File: src/hw/rtl/sxyy_pkg.sv
`timescale 1ns / 1ps

package sxyy_pkg;

    // Fraction bits of every Q.F quantity in the datapath
    localparam int FRAC_BITS = 16;

    // Lanes: one per colour channel on the way in; x and y go through the divider
    localparam int NLANES   = 3;
    localparam int NDIV     = 2;
    localparam int LANE_X   = 0;
    localparam int LANE_Y   = 1;

    // Widths
    localparam int CH_W    = 8;                  // gamma-encoded channel byte
    localparam int LIN_W   = FRAC_BITS + 1;      // linear value, 1.0 inclusive
    localparam int COEF_W  = 14;                 // matrix coefficients, scaled by 10000
    localparam int PROD_W  = LIN_W + COEF_W;     // one coefficient product
    localparam int SUM_W   = FRAC_BITS + 14;     // X, Y or Z sum (row sums below 2^14)
    localparam int SS_W    = FRAC_BITS + 15;     // X+Y+Z (sum of all coefficients below 2^15)
    localparam int QW      = FRAC_BITS + 1;      // quotient / result field width
    localparam int NUM_W   = SUM_W + FRAC_BITS + 1;
    localparam int DIV_W   = SS_W;

    localparam int IN_TDATA_W  = NLANES * CH_W;
    localparam int OUT_TDATA_W = ((NLANES * QW + 7) / 8) * 8;
    localparam int OUT_PAD_W   = OUT_TDATA_W - NLANES * QW;

    // Luminance is (Y + 5000) / 10000, done as a multiply by the rounded-up
    // reciprocal; exact because Y + 5000 stays below 2^SUM_W
    localparam int LUM_MUL_W  = SUM_W + 1;
    localparam int LUM_SHIFT  = SUM_W + 14;
    localparam int LUM_PROD_W = SUM_W + LUM_MUL_W;
    localparam logic [LUM_MUL_W-1:0] LUM_MUL =
        LUM_MUL_W'(((64'd1 << LUM_SHIFT) + 64'd9999) / 64'd10000);
    localparam logic [SUM_W-1:0] LUM_RND = SUM_W'(5000);

    // sRGB to XYZ matrix, rows X/Y/Z, columns R/G/B, scaled by 10000
    typedef logic [COEF_W-1:0] t_coef;
    localparam t_coef COEF [NLANES][NLANES] = '{
        '{14'd4124, 14'd3576, 14'd1805},
        '{14'd2126, 14'd7152, 14'd722},
        '{14'd193,  14'd1192, 14'd9505}
    };

    typedef logic [NLANES-1:0][CH_W-1:0]  t_rgb;
    typedef logic [NLANES-1:0][LIN_W-1:0] t_lin_vec;
    typedef logic [255:0][LIN_W-1:0]      t_lin_lut;

    // Operands handed from the matrix to the divider
    typedef struct packed {
        logic [NDIV-1:0][NUM_W-1:0] num;
        logic [NDIV-1:0][DIV_W-1:0] dvs;
        logic [QW-1:0]              lum;
        logic                       black;
    } t_div_in;

    // Quotients leaving the divider
    typedef struct packed {
        logic [NDIV-1:0][QW-1:0] quot;
        logic [QW-1:0]           lum;
        logic                    black;
    } t_div_out;

    // Q0.30 multiply, rounded to nearest
    function automatic logic [63:0] q30_mul(input logic [63:0] a, input logic [63:0] b);
        return (a * b + (64'd1 << 29)) >> 30;
    endfunction

    function automatic logic [63:0] q30_pow5(input logic [63:0] r);
        logic [63:0] p;
        p = r;
        for (int i = 0; i < 4; i++) begin
            p = q30_mul(p, r);
        end
        return p;
    endfunction

    // Inverse sRGB gamma, evaluated once at elaboration into a constant table
    function automatic t_lin_lut build_lin_lut();
        t_lin_lut    lut;
        logic [63:0] c;
        logic [63:0] t;
        logic [63:0] sq;
        logic [63:0] lo;
        logic [63:0] hi;
        logic [63:0] mid;
        logic [63:0] val;
        for (int i = 0; i < 256; i++) begin
            c = 64'(i);
            if (c <= 64'd10) begin
                val = (((c * 64'd10) << FRAC_BITS) + 64'd16473) / 64'd32946;
            end else begin
                t  = (((64'd1000 * c + 64'd14025) << 30) + 64'd134512) / 64'd269025;
                sq = q30_mul(t, t);
                // fifth root of t^2 by bisection
                lo = 64'd0;
                hi = 64'd1 << 30;
                while (lo < hi) begin
                    mid = lo + ((hi - lo + 64'd1) >> 1);
                    if (q30_pow5(mid) <= sq) begin
                        lo = mid;
                    end else begin
                        hi = mid - 64'd1;
                    end
                end
                val = (sq * lo + (64'd1 << (59 - FRAC_BITS))) >> (60 - FRAC_BITS);
            end
            lut[i] = val[LIN_W-1:0];
        end
        return lut;
    endfunction

    localparam t_lin_lut LIN_LUT = build_lin_lut();

endpackage

File: src/hw/rtl/sxyy_matrix.sv
`timescale 1ns / 1ps

module sxyy_matrix (
    input  logic                i_clk,
    input  logic                i_rst_n,
    input  logic                i_valid,
    output logic                o_ready,
    input  sxyy_pkg::t_lin_vec  i_lin,
    output logic                o_valid,
    input  logic                i_ready,
    output sxyy_pkg::t_div_in   o_div
);
    import sxyy_pkg::*;

    // three stages: products, row sums, divider operands
    logic [2:0]            r_valid;
    logic [3:0]            w_en;
    logic [PROD_W-1:0]     r_prod [NLANES][NLANES];
    logic [SUM_W-1:0]      r_sum  [NLANES];
    logic [SUM_W-1:0]      r_ylum;
    t_div_in               r_div;
    logic [SUM_W-1:0]      n_sum  [NLANES];
    logic [SUM_W-1:0]      n_ylum;
    t_div_in               n_div;
    logic [PROD_W+1:0]     w_row  [NLANES];
    logic [SS_W-1:0]       w_ss;
    logic [LUM_PROD_W-1:0] w_lum_prod;

    // ready ripples back through empty stages
    always_comb begin
        w_en[3] = i_ready;
        for (int s = 2; s >= 0; s--) begin
            w_en[s] = ~r_valid[s] | w_en[s+1];
        end
    end
    assign o_ready = w_en[0];

    always_ff @(posedge i_clk) begin
        if (!i_rst_n) begin
            r_valid <= '0;
        end else begin
            if (w_en[0]) r_valid[0] <= i_valid;
            if (w_en[1]) r_valid[1] <= r_valid[0];
            if (w_en[2]) r_valid[2] <= r_valid[1];
        end
    end

    // stage 1: coefficient products
    always_ff @(posedge i_clk) begin
        if (w_en[0]) begin
            for (int row = 0; row < NLANES; row++) begin
                for (int col = 0; col < NLANES; col++) begin
                    r_prod[row][col] <= PROD_W'(i_lin[col]) * PROD_W'(COEF[row][col]);
                end
            end
        end
    end

    // stage 2: row sums X, Y, Z (scaled by 10000), Y with its rounding offset
    always_comb begin
        for (int row = 0; row < NLANES; row++) begin
            w_row[row] = (PROD_W+2)'(r_prod[row][0]) + (PROD_W+2)'(r_prod[row][1])
                       + (PROD_W+2)'(r_prod[row][2]);
            n_sum[row] = w_row[row][SUM_W-1:0];
        end
        n_ylum = n_sum[1] + LUM_RND;
    end

    always_ff @(posedge i_clk) begin
        if (w_en[1]) begin
            r_sum  <= n_sum;
            r_ylum <= n_ylum;
        end
    end

    // stage 3: total, rounded numerators for the divider lanes, luminance
    always_comb begin
        w_ss = SS_W'(r_sum[0]) + SS_W'(r_sum[1]) + SS_W'(r_sum[2]);
        n_div.num[LANE_X] = {r_sum[0], {FRAC_BITS{1'b0}}} + NUM_W'(w_ss >> 1);
        n_div.num[LANE_Y] = {r_sum[1], {FRAC_BITS{1'b0}}} + NUM_W'(w_ss >> 1);
        n_div.dvs[LANE_X] = w_ss;
        n_div.dvs[LANE_Y] = w_ss;
        w_lum_prod        = LUM_PROD_W'(r_ylum) * LUM_PROD_W'(LUM_MUL);
        n_div.lum         = w_lum_prod[LUM_SHIFT +: QW];
        n_div.black       = (w_ss == '0);
    end

    always_ff @(posedge i_clk) begin
        if (w_en[2]) begin
            r_div <= n_div;
        end
    end

    assign o_valid = r_valid[2];
    assign o_div   = r_div;

endmodule

File: config.mk
export PLATFORM = sky130hd
export DESIGN_NAME = sxyy_matrix
export DESIGN_NICKNAME = d
export VERILOG_FILES = /design/src/hw/rtl/sxyy_pkg.sv /design/src/hw/rtl/sxyy_matrix.sv
export SDC_FILE = /design/constraint.sdc
export NUM_CORES = 2
export LEC_CHECK = 0
export BUFFER_PORTS_ARGS = -buffer_cell sky130_fd_sc_hd__buf_2
export CAP_MARGIN = 20
export CORE_UTILIZATION = 55
export CTS_BUF_LIST = sky130_fd_sc_hd__clkbuf_4 sky130_fd_sc_hd__clkbuf_8
export DETAILED_ROUTE_END_ITERATION = 10
export PLACE_DENSITY_LB_ADDON = 0.12
export SETUP_SLACK_MARGIN = 0.1
export SLEW_MARGIN = 15
export SYNTH_ARGS = -nofsm -noshare
export SYNTH_HDL_FRONTEND = slang
export SYNTH_SLANG_ARGS = --single-unit
File: constraint.sdc
create_clock -name i_clk -period 7.9 [get_ports i_clk]
set_input_delay 0 -clock i_clk [delete_from_list [all_inputs] [get_ports i_clk]]
set_output_delay 0 -clock i_clk [all_outputs]
set_load 0.01 [all_outputs]
Yosys cells after proc, flatten, opt, wreduce, memory -nomap -nowiden
Memory sizes are Yosys's and may differ from the RTL's. Index checks and enable logic that the tools add are counted.

Register bits: 266. RAM bits: 264. Bits of input ports: 55. Logic and storage cells: 43. Memories: 1.

Memories: r_prod (depth 3, width 88, rd ports 3, clocked after Yosys merged registers in 0, write ports 3, RTL line sxyy_matrix.sv:18) `logic [PROD_W-1:0] r_prod [NLANES][NLANES];`.

Add/subtract/negate cells: 11. $mul: 10. Mux-type cells: 2. Bitwise operators: 6. Reductions and logical operators: 1.

Operator list (count): adder 30 bit (6); adder 46 x 30 -> 47 bit (2); multiplier 17 x 11 -> 28 bit (second input constant) (3); multiplier 17 x 9 -> 26 bit (second input constant) (3); multiplier 30 x 31 -> 61 bit (second input constant) (1); multiplier 17 x 8 -> 25 bit (second input constant) (2); adder 30 x 30 -> 31 bit (1); adder 31 x 30 -> 31 bit (1); zero test 31 bit (1); multiplier 17 x 14 -> 31 bit (second input constant) (1); adder 30 x 13 -> 30 bit (second input constant) (1); NOT 1 bit (3); bitwise OR 1 bit (3); two-way mux 1 bit (2).

Logic depth before layout (Yosys ltp)
Depth in word-level cells: 6. Gate-level depth with buffers: 27. Depth with buffers taken out: 27.

Least setup slack after synthesis
Ideal clock, no wire load.

Kind: register to register. Start point: reg r_valid[2]. End point: mem r_prod[0][10] in the netlist's numbering (enable). Setup time: 2159 ps. Data arrival time: 5257 ps. Slack: 483 ps. Cell stages (with the launch flop): 3. Period minus slack after synthesis: 7417 ps. Path through: dfxtp_1 > nor2b_1 > nand3_1.

RTL lines: start: declaration (RTL line sxyy_matrix.sv:16) `logic [2:0] r_valid;`; start signal: assignment (RTL line sxyy_matrix.sv:44) `if (w_en[2]) r_valid[2] <= r_valid[1];`; end: declaration (RTL line sxyy_matrix.sv:18).

==> reports/qor.yml <==
fmax_mhz: 133
synth-seq-cells: 432
area_growth_pct: 8.75
io_pins: 231
ys.flop_type: "edfxtp_1"
grt_pass1_wl_mm: 248
cp_max_fo: 6
setup.worst_path.end_class: "flop"
syn-num-nets: 7210
hold_class: "in2reg"
async_flop_share_pct: 0
yosysTopAreaCell: "fa_1"
die-area_sq_um: 107000
wl_per_cell_um: 23.0
synth_area_sq_um: 58400
htreeDepth: 3
yosysTopAreaCellShare_pct: 26.9
rsz0062_at_grt: "no"
ys_warn_count: 0
tightest_slew_ns: 1.12
grt_usage_pct: 31.2
setup_viol: 0
cts_tree: "yes"
gr-total-overflow: 0
drc: 0
firstDrtPassIters: 5
syn_area_per_cell_sq_um: 11.0
dr.first_iter.drc_count: 2095
clkSlewWorstSetupHoldPaths_ns: 0.06
antenna_found_initial: 12
nets: 7573
vias: 39100
grt_pass1_vias: 41500
dp_hpwl_mm: 143
root_buffer: "clkbuf_8"
crit_family: "adder cells"
final_util_pct: 60.3
cts.sinks: 432
setup_tns_ns: 0
finalMaxSlewViolations: 0
skew_ns: 0.0537
cp.buffers_inverters: 7
synth_cells: 5298
fp.coreArea_sq_um: 105000
die_w_um: 328
fin_ws_ns: 0.368
portBuffers: 230
viasPerCell: 5.50
clk_latency_ns: 0.76
grt_max_degree: 78
drt-total-wl_mm: 164
slowest_stage: "fa_1"
hold_viol: 0
die_h_um: 328
slew_headroom_pct: 25.1
start_util_pct: 55.5
fin_crit_sh_pct: 95.3
numCtsBuffers: 81
cpMostUsedCell: "fa_1"
drive_gt1_share_pct: 8.65
holdWs_ns: 0.0611
ant_nets: 0
status: "finished, final reports clean"
rows: 119
worst_ep_required_time_ns: 8.38
clock_path_buffers: 3
pre_cts_slack_ns: -0.0442
critPathLaunchType: "flop"
yosysUniqueCellTypes: 73
drv_cap: 0
ys_seq_area_share_pct: 22.2
yosys-top-cells-area: "fa_1 27%, ha_1 23%, edfxtp_1 22%"
synth-edff-count: 429
gp_congestion: 1.00
arrival_ns: 8.02
fin_crit_ns: 7.53
max_stage_delay_ns: 0.60
worstSetupPathType: "reg2reg"
## synthesized netlist by cell type (all sizes together) (36+ instances only)
library cell  instances
a211oi               36
a21o                105
a21oi               239
and3                 45
buf                  70
edfxtp              429
fa                  783
ha                 1074
inv                1136
nand2               109
nand3                72
nor2                188
nor3                 58
o21a                 52
o21ai               126
o21bai               55
xnor2               270
xor2                 70
## path summary, 6_finish.rpt
kind,start,endpoint,slack (ns),cells past startpoint
worst min-delay path,i_lin[11],r_prod[0][81],0.06,3
worst max register to register,r_ylum[15],o_div[16],0.37,26
worst min register to register,r_prod[2][0],r_sum[60],0.45,0
worst max-delay path,r_ylum[15],o_div[16],0.37,26
## layer usage
| layer | part of all wire (%) | GRT usage [%] | vias to the layer above |
|---|---|---|---|
| li1 | - | - | 18500 |
| met1 | 41 | 38.2 | 19600 |
| met2 | 51 | 56.7 | 788 |
| met3 | 3.6 | 3.03 | 242 |
| met4 | 4.2 | 11.8 | 12 |
| met5 | 0.048 | 0 | - |
## layout by cell type (no fill, tap or decap), types with 104 or more instances in the layout
| cell type | count |
|---|---|
| a21o_1 | 104 |
| ha_1 | 1073 |
| xnor2_1 | 269 |
| inv_1 | 1135 |
| a21oi_1 | 239 |
| nand2_1 | 108 |
| buf_2 | 230 |
| o21ai_0 | 123 |
| nor2_1 | 188 |
| fa_1 | 783 |
| edfxtp_1 | 429 |
## cell type report
type	instances	area (sq um)
well taps	1391	1740
diodes	3	7.51
repair buffers	355	2160
fillers	8891	41800
flip-flops and latches	432	12900
inverters	1136	4270
clock inverters	43	390
clock buffers	99	1290
multi-input cells	3655	40700
## cells by family (layout without fill, tap and decap cells)
kind of cell	Yosys count	count (layout)	synth area share [%]
adder cells (fa/ha/maj)	1857	1857	49.9
buffers and inverters	1211	1633	8.24
AO/OA/AOI/OAI	790	790	8.86
AND/OR/NAND/NOR	666	666	5.71
flip-flops	432	432	22.2
XOR/XNOR	340	340	5.10
multiplexers	2	2	0.0343
other	0	3	0
## stage by stage
| stage | cells | instance area, sq um |
|---|---|---|
| 3_3_place_gp | 6919 | 61300 |
| 3_5_place_dp | 6919 | 61300 |
| 6_report | 7114 | 63500 |
| 5_1_grt | 7113 | 63500 |
| 2_1_floorplan | 5298 | 58400 |
| 4_1_cts | 7091 | 63300 |
## worst reg2reg max path, cell delays in order (launching register included)
cell,delay [ns]
edfxtp_1,0.44
inv_1,0.14
fa_1,0.60
inv_1,0.07
fa_1,0.39
inv_1,0.09
fa_1,0.41
fa_1,0.60
fa_1,0.49
fa_1,0.51
inv_1,0.05
fa_1,0.45
fa_1,0.47
ha_1,0.38
nand4_1,0.16
nor4_2,0.32
nand2_1,0.09
a211oi_1,0.26
buf_4,0.19
o21a_1,0.12
o21ai_1,0.09
buf_4,0.17
a311oi_2,0.26
buf_4,0.18
a21o_1,0.12
a21oi_1,0.08
xnor2_1,0.13
## repair_timing
item | in CTS | in global routing
hold buffers | 30 | 0
endpoints found under the hold margin | 35 | 0
endpoints found under the setup margin | 3 | 4
pin swaps | 0 | 1
resized for setup | 2 | 5
buffers inserted | 0 | 19
## state kept, by name, summed over array words and instances, names as in the netlist
register and flops:
o_div 110, r_prod 204, r_sum 88, r_valid 3, r_ylum 27
Power is left out: the tool's default activity adds up to more than one toggle a clock period on the data nets, which glitch-free logic cannot reach.
